==> config.mk <==
export PLATFORM = sky130hd
export DESIGN_NAME = pmt_section_parser_top_flat
export DESIGN_NICKNAME = d
export VERILOG_FILES = /design/src/hw/rtl/pmt_pkg.sv /design/src/hw/rtl/pmt_if.sv /design/src/hw/rtl/pmt_section_parser_top.sv /design/src/hw/rtl/pmt_parse.sv /design/src/hw/rtl/pmt_rfifo.sv /design/src/flat_wrapper.sv
export SDC_FILE = /design/constraint.sdc
export NUM_CORES = 1
export LEC_CHECK = 0
export BUFFER_PORTS_ARGS = -buffer_cell sky130_fd_sc_hd__buf_2
export CAP_MARGIN = 20
export CORE_MARGIN = 2
export CORE_UTILIZATION = 40
export DETAILED_ROUTE_END_ITERATION = 7
export PLACE_DENSITY = 0.68
export SETUP_SLACK_MARGIN = 0.2
export SLEW_MARGIN = 20
export SYNTH_ARGS = -nofsm -noshare
export SYNTH_HDL_FRONTEND = slang
export SYNTH_SLANG_ARGS = --single-unit
==> constraint.sdc <==
create_clock -name clk -period 19.5 [get_ports clk]
set_input_delay 1.95 -clock clk [delete_from_list [all_inputs] [get_ports clk]]
set_output_delay 1.95 -clock clk [all_outputs]
set_load 0.1 [all_outputs]
==> src/hw/rtl/pmt_pkg.sv <==
// Shared types and constants of the program map section parser.
package pmt_pkg;

	localparam int unsigned POS_W = 13;
	localparam int unsigned COUNT_W = 10;

	localparam logic [POS_W-1:0] MAX_SECTION_BYTES = 13'd4096;
	localparam logic [POS_W-1:0] HEADER_BYTES = 13'd12;
	localparam logic [POS_W-1:0] CRC_BYTES = 13'd4;
	localparam logic [POS_W-1:0] LENGTH_BIAS = 13'd3;
	localparam logic [POS_W-1:0] MIN_FULL_BYTES = 13'd16;
	localparam logic [POS_W-1:0] SIZE_POS = 13'd2;
	localparam logic [POS_W-1:0] POS_MAX = 13'd8191;
	localparam logic [COUNT_W-1:0] COUNT_MAX = 10'd1023;

	// Header byte positions.
	localparam logic [3:0] POS_LEN_HI = 4'd1;
	localparam logic [3:0] POS_LEN_LO = 4'd2;
	localparam logic [3:0] POS_PROG_HI = 4'd3;
	localparam logic [3:0] POS_PROG_LO = 4'd4;
	localparam logic [3:0] POS_SECNUM = 4'd6;
	localparam logic [3:0] POS_LASTNUM = 4'd7;
	localparam logic [3:0] POS_PCR_HI = 4'd8;
	localparam logic [3:0] POS_PCR_LO = 4'd9;
	localparam logic [3:0] POS_INFO_HI = 4'd10;
	localparam logic [3:0] POS_INFO_LO = 4'd11;

	// Byte index within an elementary stream entry.
	localparam logic [2:0] EIDX_TYPE = 3'd0;
	localparam logic [2:0] EIDX_PID_HI = 3'd1;
	localparam logic [2:0] EIDX_PID_LO = 3'd2;
	localparam logic [2:0] EIDX_ESL_HI = 3'd3;
	localparam logic [2:0] EIDX_ESL_LO = 3'd4;

	localparam logic KIND_ENTRY = 1'b0;
	localparam logic KIND_SUMMARY = 1'b1;

	localparam int unsigned FIFO_DEPTH = 4;
	localparam int unsigned FIFO_AW = 2;
	localparam int unsigned FIFO_LW = 3;

	typedef struct packed {
		logic [7:0] section_byte;
		logic start_req;
	} byte_item_t;

	typedef struct packed {
		logic kind;
		logic [7:0] stream_type;
		logic [12:0] elementary_pid;
		logic [11:0] es_info_length;
		logic [15:0] program_number;
		logic [12:0] pcr_pid;
		logic [7:0] section_number;
		logic [7:0] last_section_number;
		logic [COUNT_W-1:0] entry_count;
		logic truncated;
		logic last;
	} result_t;

	typedef struct packed {
		logic room;
		logic [FIFO_LW-1:0] level;
	} fifo_stat_t;

endpackage

==> src/hw/rtl/pmt_if.sv <==
// Channel interfaces: section bytes in, parse results out.
interface pmt_byte_if;
	logic valid;
	logic ready;
	logic [7:0] section_byte;
	logic start_req;

	modport source(output valid, output section_byte, output start_req, input ready);
	modport sink(input valid, input section_byte, input start_req, output ready);
endinterface

interface pmt_result_if;
	logic valid;
	logic ready;
	logic kind;
	logic [7:0] stream_type;
	logic [12:0] elementary_pid;
	logic [11:0] es_info_length;
	logic [15:0] program_number;
	logic [12:0] pcr_pid;
	logic [7:0] section_number;
	logic [7:0] last_section_number;
	logic [9:0] entry_count;
	logic truncated;
	logic last;

	modport source(output valid, output kind, output stream_type, output elementary_pid,
		output es_info_length, output program_number, output pcr_pid,
		output section_number, output last_section_number, output entry_count,
		output truncated, output last, input ready);
	modport sink(input valid, input kind, input stream_type, input elementary_pid,
		input es_info_length, input program_number, input pcr_pid,
		input section_number, input last_section_number, input entry_count,
		input truncated, input last, output ready);
endinterface

==> src/hw/rtl/pmt_section_parser_top.sv <==
// Program map section parser: section bytes in, stream entries and summaries out.
//
// The section channel carries one byte per transfer; start_req marks the table id
// byte of a new section. The result channel carries one result per transfer:
// an elementary stream entry (kind 0) when an entry's fifth byte arrives, and a
// summary (kind 1) at the section's last byte or when a new start cuts it off.
// A byte causes zero, one or two results; last marks the final one of a byte.
// A result passes through the input register and the result queue before it is
// offered. Throughput: one byte per cycle while the queue has room. Each byte
// sits in an input register, is parsed as it leaves and its results go into a
// four-entry result queue; a byte leaves the input register only when the queue
// has room for two results. While the receiver stalls, the queue absorbs up to
// four results before the input stops taking bytes; nothing is dropped.
// Reset clears the parse state and empties the queue; the block starts outside
// any section and ignores bytes until one with start_req.
module pmt_section_parser_top (
	input logic clk,
	input logic arst_n,
	pmt_byte_if.sink section,
	pmt_result_if.source result
);
	import pmt_pkg::*;

	logic valid_s1;
	byte_item_t item_s1;
	logic advance;
	logic load;
	result_t res0, res1, head;
	logic [1:0] res_count;
	fifo_stat_t fstat;

	assign advance = valid_s1 && fstat.room;
	assign section.ready = !valid_s1 || fstat.room;
	assign load = section.valid && section.ready;

	always_ff @(posedge clk or negedge arst_n) begin
		if (!arst_n) begin
			valid_s1 <= 1'b0;
		end else if (load) begin
			valid_s1 <= 1'b1;
		end else if (advance) begin
			valid_s1 <= 1'b0;
		end
	end

	always_ff @(posedge clk) begin
		if (load) begin
			item_s1.section_byte <= section.section_byte;
			item_s1.start_req <= section.start_req;
		end
	end

	pmt_parse u_parse (
		.clk(clk),
		.arst_n(arst_n),
		.item_valid(advance),
		.item(item_s1),
		.res0(res0),
		.res1(res1),
		.res_count(res_count)
	);

	pmt_rfifo u_rfifo (
		.clk(clk),
		.arst_n(arst_n),
		.push_count(res_count),
		.push0(res0),
		.push1(res1),
		.pop(result.ready),
		.head(head),
		.stat(fstat)
	);

	assign result.valid = fstat.level != '0;
	assign result.kind = head.kind;
	assign result.stream_type = head.stream_type;
	assign result.elementary_pid = head.elementary_pid;
	assign result.es_info_length = head.es_info_length;
	assign result.program_number = head.program_number;
	assign result.pcr_pid = head.pcr_pid;
	assign result.section_number = head.section_number;
	assign result.last_section_number = head.last_section_number;
	assign result.entry_count = head.entry_count;
	assign result.truncated = head.truncated;
	assign result.last = head.last;

`ifndef NO_ASSERTIONS
	a_queue_bound: assert property (@(posedge clk) disable iff (!arst_n)
		fstat.level <= FIFO_LW'(FIFO_DEPTH))
		else $error("result queue level beyond its depth");

	a_no_push_without_byte: assert property (@(posedge clk) disable iff (!arst_n)
		!advance |-> res_count == 2'd0)
		else $error("results pushed without a parsed byte");

	a_hold_when_full: assert property (@(posedge clk) disable iff (!arst_n)
		valid_s1 && !fstat.room |=> valid_s1 && $stable(item_s1))
		else $error("input register lost a byte while the queue was full");

	a_entry_fields_clear: assert property (@(posedge clk) disable iff (!arst_n)
		result.valid && result.kind == KIND_ENTRY |->
			result.program_number == 16'd0 && !result.truncated &&
			result.entry_count == '0)
		else $error("entry result carries summary fields");
`endif

endmodule

==> src/hw/rtl/pmt_parse.sv <==
// Section parse state and the per-byte result logic.
module pmt_parse (
	input logic clk,
	input logic arst_n,
	input logic item_valid,
	input pmt_pkg::byte_item_t item,
	output pmt_pkg::result_t res0,
	output pmt_pkg::result_t res1,
	output logic [1:0] res_count
);
	import pmt_pkg::*;

	logic in_section_q, in_section_d;
	logic [POS_W-1:0] bp_q, bp_d;
	logic [POS_W-1:0] size_q, size_d;
	logic [15:0] prog_q, prog_d;
	logic [7:0] secn_q, secn_d;
	logic [7:0] lastn_q, lastn_d;
	logic [12:0] pcr_q, pcr_d;
	logic [11:0] info_q, info_d;
	logic [POS_W-1:0] nep_q, nep_d;
	logic [2:0] eidx_q, eidx_d;
	logic [7:0] etype_q, etype_d;
	logic [12:0] epid_q, epid_d;
	logic [COUNT_W-1:0] count_q, count_d;
	logic [3:0] es_high_q, es_high_d;
	logic oversize_q, oversize_d;

	logic [7:0] b;
	logic [POS_W-1:0] p;
	logic [POS_W-1:0] sz;
	logic [POS_W-1:0] crc_start;
	logic [11:0] esl;
	logic [POS_W:0] nxt;
	logic trunc_hit, entry_hit, end_hit, end_trunc;
	result_t first_res, end_res;

	always_comb begin
		in_section_d = in_section_q;
		bp_d = bp_q;
		size_d = size_q;
		prog_d = prog_q;
		secn_d = secn_q;
		lastn_d = lastn_q;
		pcr_d = pcr_q;
		info_d = info_q;
		nep_d = nep_q;
		eidx_d = eidx_q;
		etype_d = etype_q;
		epid_d = epid_q;
		count_d = count_q;
		es_high_d = es_high_q;
		oversize_d = oversize_q;
		b = item.section_byte;
		p = '0;
		sz = '0;
		crc_start = '0;
		esl = '0;
		nxt = '0;
		trunc_hit = 1'b0;
		entry_hit = 1'b0;
		end_hit = 1'b0;
		end_trunc = 1'b0;
		first_res = '0;
		end_res = '0;

		if (item_valid) begin
			if (item.start_req) begin
				// A new start cuts off the open section with a truncated summary.
				if (in_section_q) begin
					trunc_hit = 1'b1;
					first_res.kind = KIND_SUMMARY;
					first_res.program_number = prog_q;
					first_res.pcr_pid = pcr_q;
					first_res.section_number = secn_q;
					first_res.last_section_number = lastn_q;
					first_res.entry_count = count_q;
					first_res.truncated = 1'b1;
				end
				in_section_d = 1'b1;
				bp_d = '0;
				size_d = '0;
				prog_d = '0;
				secn_d = '0;
				lastn_d = '0;
				pcr_d = '0;
				info_d = '0;
				nep_d = '0;
				eidx_d = EIDX_TYPE;
				etype_d = '0;
				epid_d = '0;
				count_d = '0;
				es_high_d = '0;
				oversize_d = 1'b0;
			end

			if (in_section_d) begin
				p = bp_d;
				if (p < HEADER_BYTES) begin
					unique case (p[3:0])
						POS_LEN_HI: size_d = {1'b0, b[3:0], 8'h00};
						POS_LEN_LO: begin
							sz = {1'b0, size_d[11:8], b} + LENGTH_BIAS;
							if (sz > MAX_SECTION_BYTES) begin
								size_d = MAX_SECTION_BYTES;
								oversize_d = 1'b1;
							end else begin
								size_d = sz;
							end
						end
						POS_PROG_HI: prog_d = {b, 8'h00};
						POS_PROG_LO: prog_d = {prog_d[15:8], b};
						POS_SECNUM: secn_d = b;
						POS_LASTNUM: lastn_d = b;
						POS_PCR_HI: pcr_d = {b[4:0], 8'h00};
						POS_PCR_LO: pcr_d = {pcr_d[12:8], b};
						POS_INFO_HI: info_d = {b[3:0], 8'h00};
						POS_INFO_LO: begin
							info_d = {info_d[11:8], b};
							nep_d = HEADER_BYTES + {1'b0, info_d};
						end
						default: ;
					endcase
				end else begin
					crc_start = (size_d >= CRC_BYTES) ? size_d - CRC_BYTES : '0;
					unique case (eidx_d)
						EIDX_TYPE: begin
							if (p == nep_d && p < crc_start) begin
								etype_d = b;
								eidx_d = EIDX_PID_HI;
							end
						end
						EIDX_PID_HI: begin
							epid_d = {b[4:0], 8'h00};
							eidx_d = EIDX_PID_LO;
						end
						EIDX_PID_LO: begin
							epid_d = {epid_d[12:8], b};
							eidx_d = EIDX_ESL_HI;
						end
						EIDX_ESL_HI: begin
							es_high_d = b[3:0];
							eidx_d = EIDX_ESL_LO;
						end
						default: begin
							esl = {es_high_d, b};
							nxt = {1'b0, p} + {{POS_W{1'b0}}, 1'b1} + {2'b00, esl};
							entry_hit = 1'b1;
							first_res.kind = KIND_ENTRY;
							first_res.stream_type = etype_d;
							first_res.elementary_pid = epid_d;
							first_res.es_info_length = esl;
							if (count_d < COUNT_MAX) begin
								count_d = count_d + 1'b1;
							end
							nep_d = (nxt > {1'b0, POS_MAX}) ? POS_MAX : nxt[POS_W-1:0];
							eidx_d = EIDX_TYPE;
						end
					endcase
				end

				bp_d = (p < POS_MAX) ? p + 1'b1 : POS_MAX;

				if (p >= SIZE_POS && ({1'b0, p} + 1'b1) == {1'b0, size_d}) begin
					end_hit = 1'b1;
					end_trunc = oversize_d || (size_d < MIN_FULL_BYTES) ||
						(eidx_d != EIDX_TYPE) || (nep_d > size_d - CRC_BYTES);
					end_res.kind = KIND_SUMMARY;
					end_res.program_number = prog_d;
					end_res.pcr_pid = pcr_d;
					end_res.section_number = secn_d;
					end_res.last_section_number = lastn_d;
					end_res.entry_count = count_d;
					end_res.truncated = end_trunc;
					in_section_d = 1'b0;
				end
			end
		end
	end

	// At most one of the cut-off summary and an entry occurs per byte.
	always_comb begin
		res0 = '0;
		res1 = '0;
		res_count = 2'd0;
		if ((trunc_hit || entry_hit) && end_hit) begin
			res0 = first_res;
			res1 = end_res;
			res1.last = 1'b1;
			res_count = 2'd2;
		end else if (trunc_hit || entry_hit) begin
			res0 = first_res;
			res0.last = 1'b1;
			res_count = 2'd1;
		end else if (end_hit) begin
			res0 = end_res;
			res0.last = 1'b1;
			res_count = 2'd1;
		end
	end

	always_ff @(posedge clk or negedge arst_n) begin
		if (!arst_n) begin
			in_section_q <= 1'b0;
			bp_q <= '0;
			size_q <= '0;
			prog_q <= '0;
			secn_q <= '0;
			lastn_q <= '0;
			pcr_q <= '0;
			info_q <= '0;
			nep_q <= '0;
			eidx_q <= EIDX_TYPE;
			etype_q <= '0;
			epid_q <= '0;
			count_q <= '0;
			es_high_q <= '0;
			oversize_q <= 1'b0;
		end else if (item_valid) begin
			in_section_q <= in_section_d;
			bp_q <= bp_d;
			size_q <= size_d;
			prog_q <= prog_d;
			secn_q <= secn_d;
			lastn_q <= lastn_d;
			pcr_q <= pcr_d;
			info_q <= info_d;
			nep_q <= nep_d;
			eidx_q <= eidx_d;
			etype_q <= etype_d;
			epid_q <= epid_d;
			count_q <= count_d;
			es_high_q <= es_high_d;
			oversize_q <= oversize_d;
		end
	end

endmodule

==> src/hw/rtl/pmt_rfifo.sv <==
// Small result queue that takes up to two results per cycle and gives one.
module pmt_rfifo (
	input logic clk,
	input logic arst_n,
	input logic [1:0] push_count,
	input pmt_pkg::result_t push0,
	input pmt_pkg::result_t push1,
	input logic pop,
	output pmt_pkg::result_t head,
	output pmt_pkg::fifo_stat_t stat
);
	import pmt_pkg::*;

	result_t entries_q [FIFO_DEPTH];
	logic [FIFO_AW-1:0] wr_ptr_q, rd_ptr_q;
	logic [FIFO_LW-1:0] level_q;
	logic [FIFO_AW-1:0] wr_next;
	logic do_pop;

	assign wr_next = wr_ptr_q + 1'b1;
	assign do_pop = pop && (level_q != '0);
	assign head = entries_q[rd_ptr_q];
	// Room is judged on the registered level so that two results always fit.
	assign stat.room = level_q <= FIFO_LW'(FIFO_DEPTH - 2);
	assign stat.level = level_q;

	always_ff @(posedge clk) begin
		if (push_count != 2'd0) begin
			entries_q[wr_ptr_q] <= push0;
		end
		if (push_count == 2'd2) begin
			entries_q[wr_next] <= push1;
		end
	end

	always_ff @(posedge clk or negedge arst_n) begin
		if (!arst_n) begin
			wr_ptr_q <= '0;
			rd_ptr_q <= '0;
			level_q <= '0;
		end else begin
			wr_ptr_q <= wr_ptr_q + FIFO_AW'(push_count);
			if (do_pop) begin
				rd_ptr_q <= rd_ptr_q + 1'b1;
			end
			level_q <= level_q + FIFO_LW'(push_count) - FIFO_LW'(do_pop);
		end
	end

endmodule

==> src/flat_wrapper.sv <==
// flat-port wrapper written by rule: the top's interface ports become plain ports
module pmt_section_parser_top_flat import pmt_pkg::*;
  (clk, arst_n, section_valid, section_section_byte, section_start_req, section_ready, result_valid, result_kind, result_stream_type, result_elementary_pid, result_es_info_length, result_program_number, result_pcr_pid, result_section_number, result_last_section_number, result_entry_count, result_truncated, result_last, result_ready);
  pmt_byte_if section_i ();
  pmt_result_if result_i ();
  input logic clk;
  input logic arst_n;
  input wire logic [$bits(section_i.valid)-1:0] section_valid;
  input wire logic [$bits(section_i.section_byte)-1:0] section_section_byte;
  input wire logic [$bits(section_i.start_req)-1:0] section_start_req;
  output wire logic [$bits(section_i.ready)-1:0] section_ready;
  output wire logic [$bits(result_i.valid)-1:0] result_valid;
  output wire logic [$bits(result_i.kind)-1:0] result_kind;
  output wire logic [$bits(result_i.stream_type)-1:0] result_stream_type;
  output wire logic [$bits(result_i.elementary_pid)-1:0] result_elementary_pid;
  output wire logic [$bits(result_i.es_info_length)-1:0] result_es_info_length;
  output wire logic [$bits(result_i.program_number)-1:0] result_program_number;
  output wire logic [$bits(result_i.pcr_pid)-1:0] result_pcr_pid;
  output wire logic [$bits(result_i.section_number)-1:0] result_section_number;
  output wire logic [$bits(result_i.last_section_number)-1:0] result_last_section_number;
  output wire logic [$bits(result_i.entry_count)-1:0] result_entry_count;
  output wire logic [$bits(result_i.truncated)-1:0] result_truncated;
  output wire logic [$bits(result_i.last)-1:0] result_last;
  input wire logic [$bits(result_i.ready)-1:0] result_ready;
  assign section_i.valid = section_valid;
  assign section_i.section_byte = section_section_byte;
  assign section_i.start_req = section_start_req;
  assign section_ready = section_i.ready;
  assign result_valid = result_i.valid;
  assign result_kind = result_i.kind;
  assign result_stream_type = result_i.stream_type;
  assign result_elementary_pid = result_i.elementary_pid;
  assign result_es_info_length = result_i.es_info_length;
  assign result_program_number = result_i.program_number;
  assign result_pcr_pid = result_i.pcr_pid;
  assign result_section_number = result_i.section_number;
  assign result_last_section_number = result_i.last_section_number;
  assign result_entry_count = result_i.entry_count;
  assign result_truncated = result_i.truncated;
  assign result_last = result_i.last;
  assign result_i.ready = result_ready;
  pmt_section_parser_top u_core (.clk(clk), .arst_n(arst_n), .section(section_i), .result(result_i));
endmodule
==> out/results.txt <==
cell count after synthesis = 2342
CP max-delay cell = nor4_1
CP Class = flip-flop to flip-flop
Non-Filler Instances = 3288
Final Skew = 25.17 ps
setup TNS = 0 ps
relative slew slack = 20.47%
Ys Warns = 0
average wire per standard cell = 24.71 um
Die Y = 258.9 um
Post-Route Utilization = 45.28%
Inserted Clock Buffers = 53
Netlist cell types = 90
min Tclk post-route = 7470 ps
Hold Path Class = flip-flop to flip-flop
DR DRC count = 0
total area of sequential cells = 13290 um^2
Critical Path Start Type = flip-flop
die footprint = 67010 um^2
CTS root buf = clkbuf_16
Max H-tree Level = 2
CP max stage delay = 840 ps
Setup-failing EPs final = 0
mapped cell area = 25980 um^2
status = complete, no violations
die width = 258.9 um
core area = 64350 um^2
area delta synth->final = 12.13%
Static Leak = 10.72 nW
HPWL Detailed = 51960 um
Post-synth EDFFs = 241
r2r worst-path depth = 22
Reg-to-Reg Start = u_core.item_s1[2]
CTS tree = yes
GRT Residual Overflow = 0
Antenna diodes = 0
Port Buf Inserts = 105
actual slew at the worst max-slew pin = 1189 ps
Max Slew Vio Count = 0
layout cells sized above 1 = 16.65%
Seq/Total Area, Yosys = 51.12%
vias in the first global route = 20260
total power = 4.173 mW
largest fanout on the critical path = 34
TritonCTS Sinks = 509
GRT Overall Usage = 24.12%
placed insts = 3189
fillers = 5813
remaining antenna violation count = 0
initial antenna violation count = 0
maximum VDD drop = 0.08661 mV
RSZ-0062 raised after global routing = false
Max Buffers Root-to-Sink = 3
Primary FF master, synth = edfxtp_1
r2r endpoint = u_core.u_rfifo.entries_q[3][34]
maxcap violations = 0
pin count of the biggest net entering global routing = 82
Iter 0 DRT Violations = 2084
Mean Syn Cell Area = 11.09 um^2
global-route wire length before repair = 125300 um
via count = 20360
post-CTS resize count = 0
hold depth = 1
Crit. End Element = flip-flop
fin nets = 2457
post-synthesis async set-or-reset flop share = 26.72%
FF-to-FF setup slack = 12030 ps
final hold vios = 0
worst path cell trace = buf_4 > inv_1 > ha_1 > nand3b_2 > nor4_1 > nand3b_1 > a2bb2oi_1 > xnor2_1 > nor4_1 > nand4_2 > buf_4 > nor2_2 > inv_1 > ha_1 > nor2b_1 > nand2_1 > nor3_1 > a21oi_1 > or2_1 > buf_4 > o21ai_2 > o2bb2ai_1
clock-pin transition on the worst setup and hold timing paths = 60 ps
Total Routed Length = 81250 um
# Post-CTS Setup Buffers = 0
drt pass-1 iters = 6
Final Cycle Share = 38.31%
area of the multi-input gates = 11910 um^2
WHS Endpoint = u_core.u_rfifo.entries_q[1][61]
f_max = 133.9 MHz
Hold-fix buffers, CTS = 0
hold wc startpoint = u_core.u_rfifo.entries_q[1][61]
synthesized net count = 2409
Initial Util = 40.38%
routed vias/inst = 6.191
Top-Level Pins = 106
worst endpoint required time = 19940 ps
#FFs+latches synth = 509
GPL Wtd Cong = 1.005
# rows = 93
Power Dens Cells = 143.2 nW/um^2
clk_lat worst skew = 610 ps
most numerous cell on the critical path = buf_4
CP arrival = 7910 ps
sequential cells by signal, summed over array words and instances, names as in the netlist, 2 cells and up:
name and flops:
u_core.u_parse.lastn_q 8, u_core.u_parse.secn_q 8, u_core.u_parse.prog_q 16, u_core.u_rfifo.level_q 3, u_core.u_parse.etype_q 8, u_core.u_parse.bp_q 13
u_core.u_rfifo.entries_q 364, u_core.u_parse.es_high_q 4, u_core.u_parse.info_q 4, u_core.u_parse.nep_q 13, u_core.u_parse.size_q 13, u_core.u_rfifo.rd_ptr_q 2
u_core.u_parse.epid_q 13, u_core.u_parse.eidx_q 3, u_core.u_parse.pcr_q 13, u_core.u_parse.count_q 10, u_core.item_s1 9, u_core.u_rfifo.wr_ptr_q 2
critical path, delay by kind of cell (launching register included):
family	cells	cell delay, ps
xor gates and xnor gates	1	140
DFF	1	330
and+or+nand+nor	10	3620
adders and majority gates	2	530
AOI/OAI and AO/OA	4	1390
buffers and inverters	5	1220
cells by family (layout without fill, tap and decap cells):
| logic type | count (synthesis) | count (layout) | synth area share (%) |
|---|---|---|---|
| buffers and inverters | 222 | 313 | 3.352 |
| multiplexers | 96 | 96 | 8.085 |
| XOR/XNOR | 74 | 74 | 2.552 |
| flip-flops | 509 | 509 | 51.12 |
| AND/OR/NAND/NOR | 694 | 694 | 12.63 |
| AO/OA/AOI/OAI | 693 | 693 | 19.60 |
| adder cells (fa/ha/maj) | 54 | 54 | 2.658 |
how the worst max path moves through the flow:
stage,slack (ps),startpoint,endpoint
2_1_floorplan,13010,u_core.item_s1[2],u_core.u_rfifo.entries_q[1][0]
3_3_place_gp,12390,u_core.item_s1[2],u_core.u_rfifo.entries_q[2][17]
3_5_place_dp,12090,u_core.item_s1[2],u_core.u_rfifo.entries_q[2][16]
4_1_cts,12060,u_core.item_s1[2],u_core.u_rfifo.entries_q[2][12]
5_1_grt,11790,u_core.item_s1[2],u_core.u_rfifo.entries_q[3][34]
6_report,12030,u_core.item_s1[2],u_core.u_rfifo.entries_q[3][34]
placed cells by master (no fill, tap or decap), types with 7 or more instances in the layout:
cell type	count
a21o_1	11
a21oi_1	66
a22o_1	158
a31oi_1	17
a32o_1	42
and2_1	9
and3_1	12
buf_2	104
buf_4	50
clkbuf_1	14
clkbuf_16	55
clkinv_2	11
dfrtp_1	134
dfxtp_1	132
edfxtp_1	241
ha_1	52
inv_1	55
mux4_2	91
nand2_1	343
nand2b_1	15
nand3_1	27
nand4_1	25
nor2_1	92
nor2_2	9
nor2b_1	31
nor3_1	43
nor3b_1	10
nor4_1	19
o21a_1	13
o21ai_0	170
o21ai_1	36
o21ai_2	7
o22ai_1	22
o22ai_2	16
o2bb2ai_1	52
o31ai_1	9
o31ai_2	8
or3_1	10
xnor2_1	49
xor2_1	24
cell type report:
class                           count  area share, %
Sequential cell                   509          45.62
Timing Repair Buffer              156          3.182
Clock inverter                     25         0.8117
Inverter                           59         0.7601
Tap cell                          855          3.672
Clock buffer                       73          5.093
Multi-Input combinational cell   1611          40.86
report_power, final:
| group | internal [mW] | switching [mW] | total [mW] |
|---|---|---|---|
| combinational | 0.440 | 1.28 | 1.72 |
| clock | 0.585 | 0.429 | 1.01 |
| sequential | 1.26 | 0.177 | 1.44 |
| total | 2.28 | 1.89 | 4.17 |
Yosys cell counts, drive strengths merged (6+ instances only):
cell type / n / area, um^2
inv: 59 / 221.5
a32o: 42 / 420.4
dfxtp: 132 / 2643
mux4: 91 / 2049
o2bb2ai: 52 / 455.4
o21ai: 217 / 1142
nand3: 27 / 135.1
and2: 11 / 71.32
nor2b: 31 / 193.9
nor2: 103 / 409.1
o22ai: 38 / 337.8
or3: 11 / 73.82
a21o: 11 / 82.58
clkbuf: 116 / 435.4
a31oi: 18 / 112.6
nor4: 22 / 143.9
and3: 12 / 75.07
edfxtp: 241 / 7237
nand4: 26 / 168.9
nor3b: 10 / 75.07
nor3: 46 / 252.7
dfrtp: 136 / 3403
nand2b: 15 / 93.84
a22o: 158 / 1384
o21a: 15 / 127.6
a21oi: 68 / 340.3
ha: 52 / 650.6
xor2: 24 / 210.2
nand2: 343 / 1287
o31ai: 17 / 167.7
or2: 9 / 56.30
buf: 47 / 214.0
nand3b: 6 / 48.80
xnor2: 49 / 429.2
metrics by stage:
| step | hold WS, ps | area, um^2 | setup WS (ps) |
|---|---|---|---|
| detailed placement | 450.0 | 27380 | 12090 |
| finish | 461.9 | 29130 | 12030 |
| global route | 472.6 | 29130 | 11790 |
| global placement | 442.0 | 27380 | 12390 |
| CTS | 464.0 | 29100 | 12060 |
| floorplan | 436.6 | 25980 | 13010 |
layer usage:
metal  share of wire (%)  global-route usage [%]  vias up
met4                 3.6                   9.489        0
met3                 7.7                   3.149      180
li1                    -                       -     8980
met2                  47                   39.36     1017
met1                  41                   32.67    10180
met5                   0                       0        -
(Power assumes the default switching activity.)
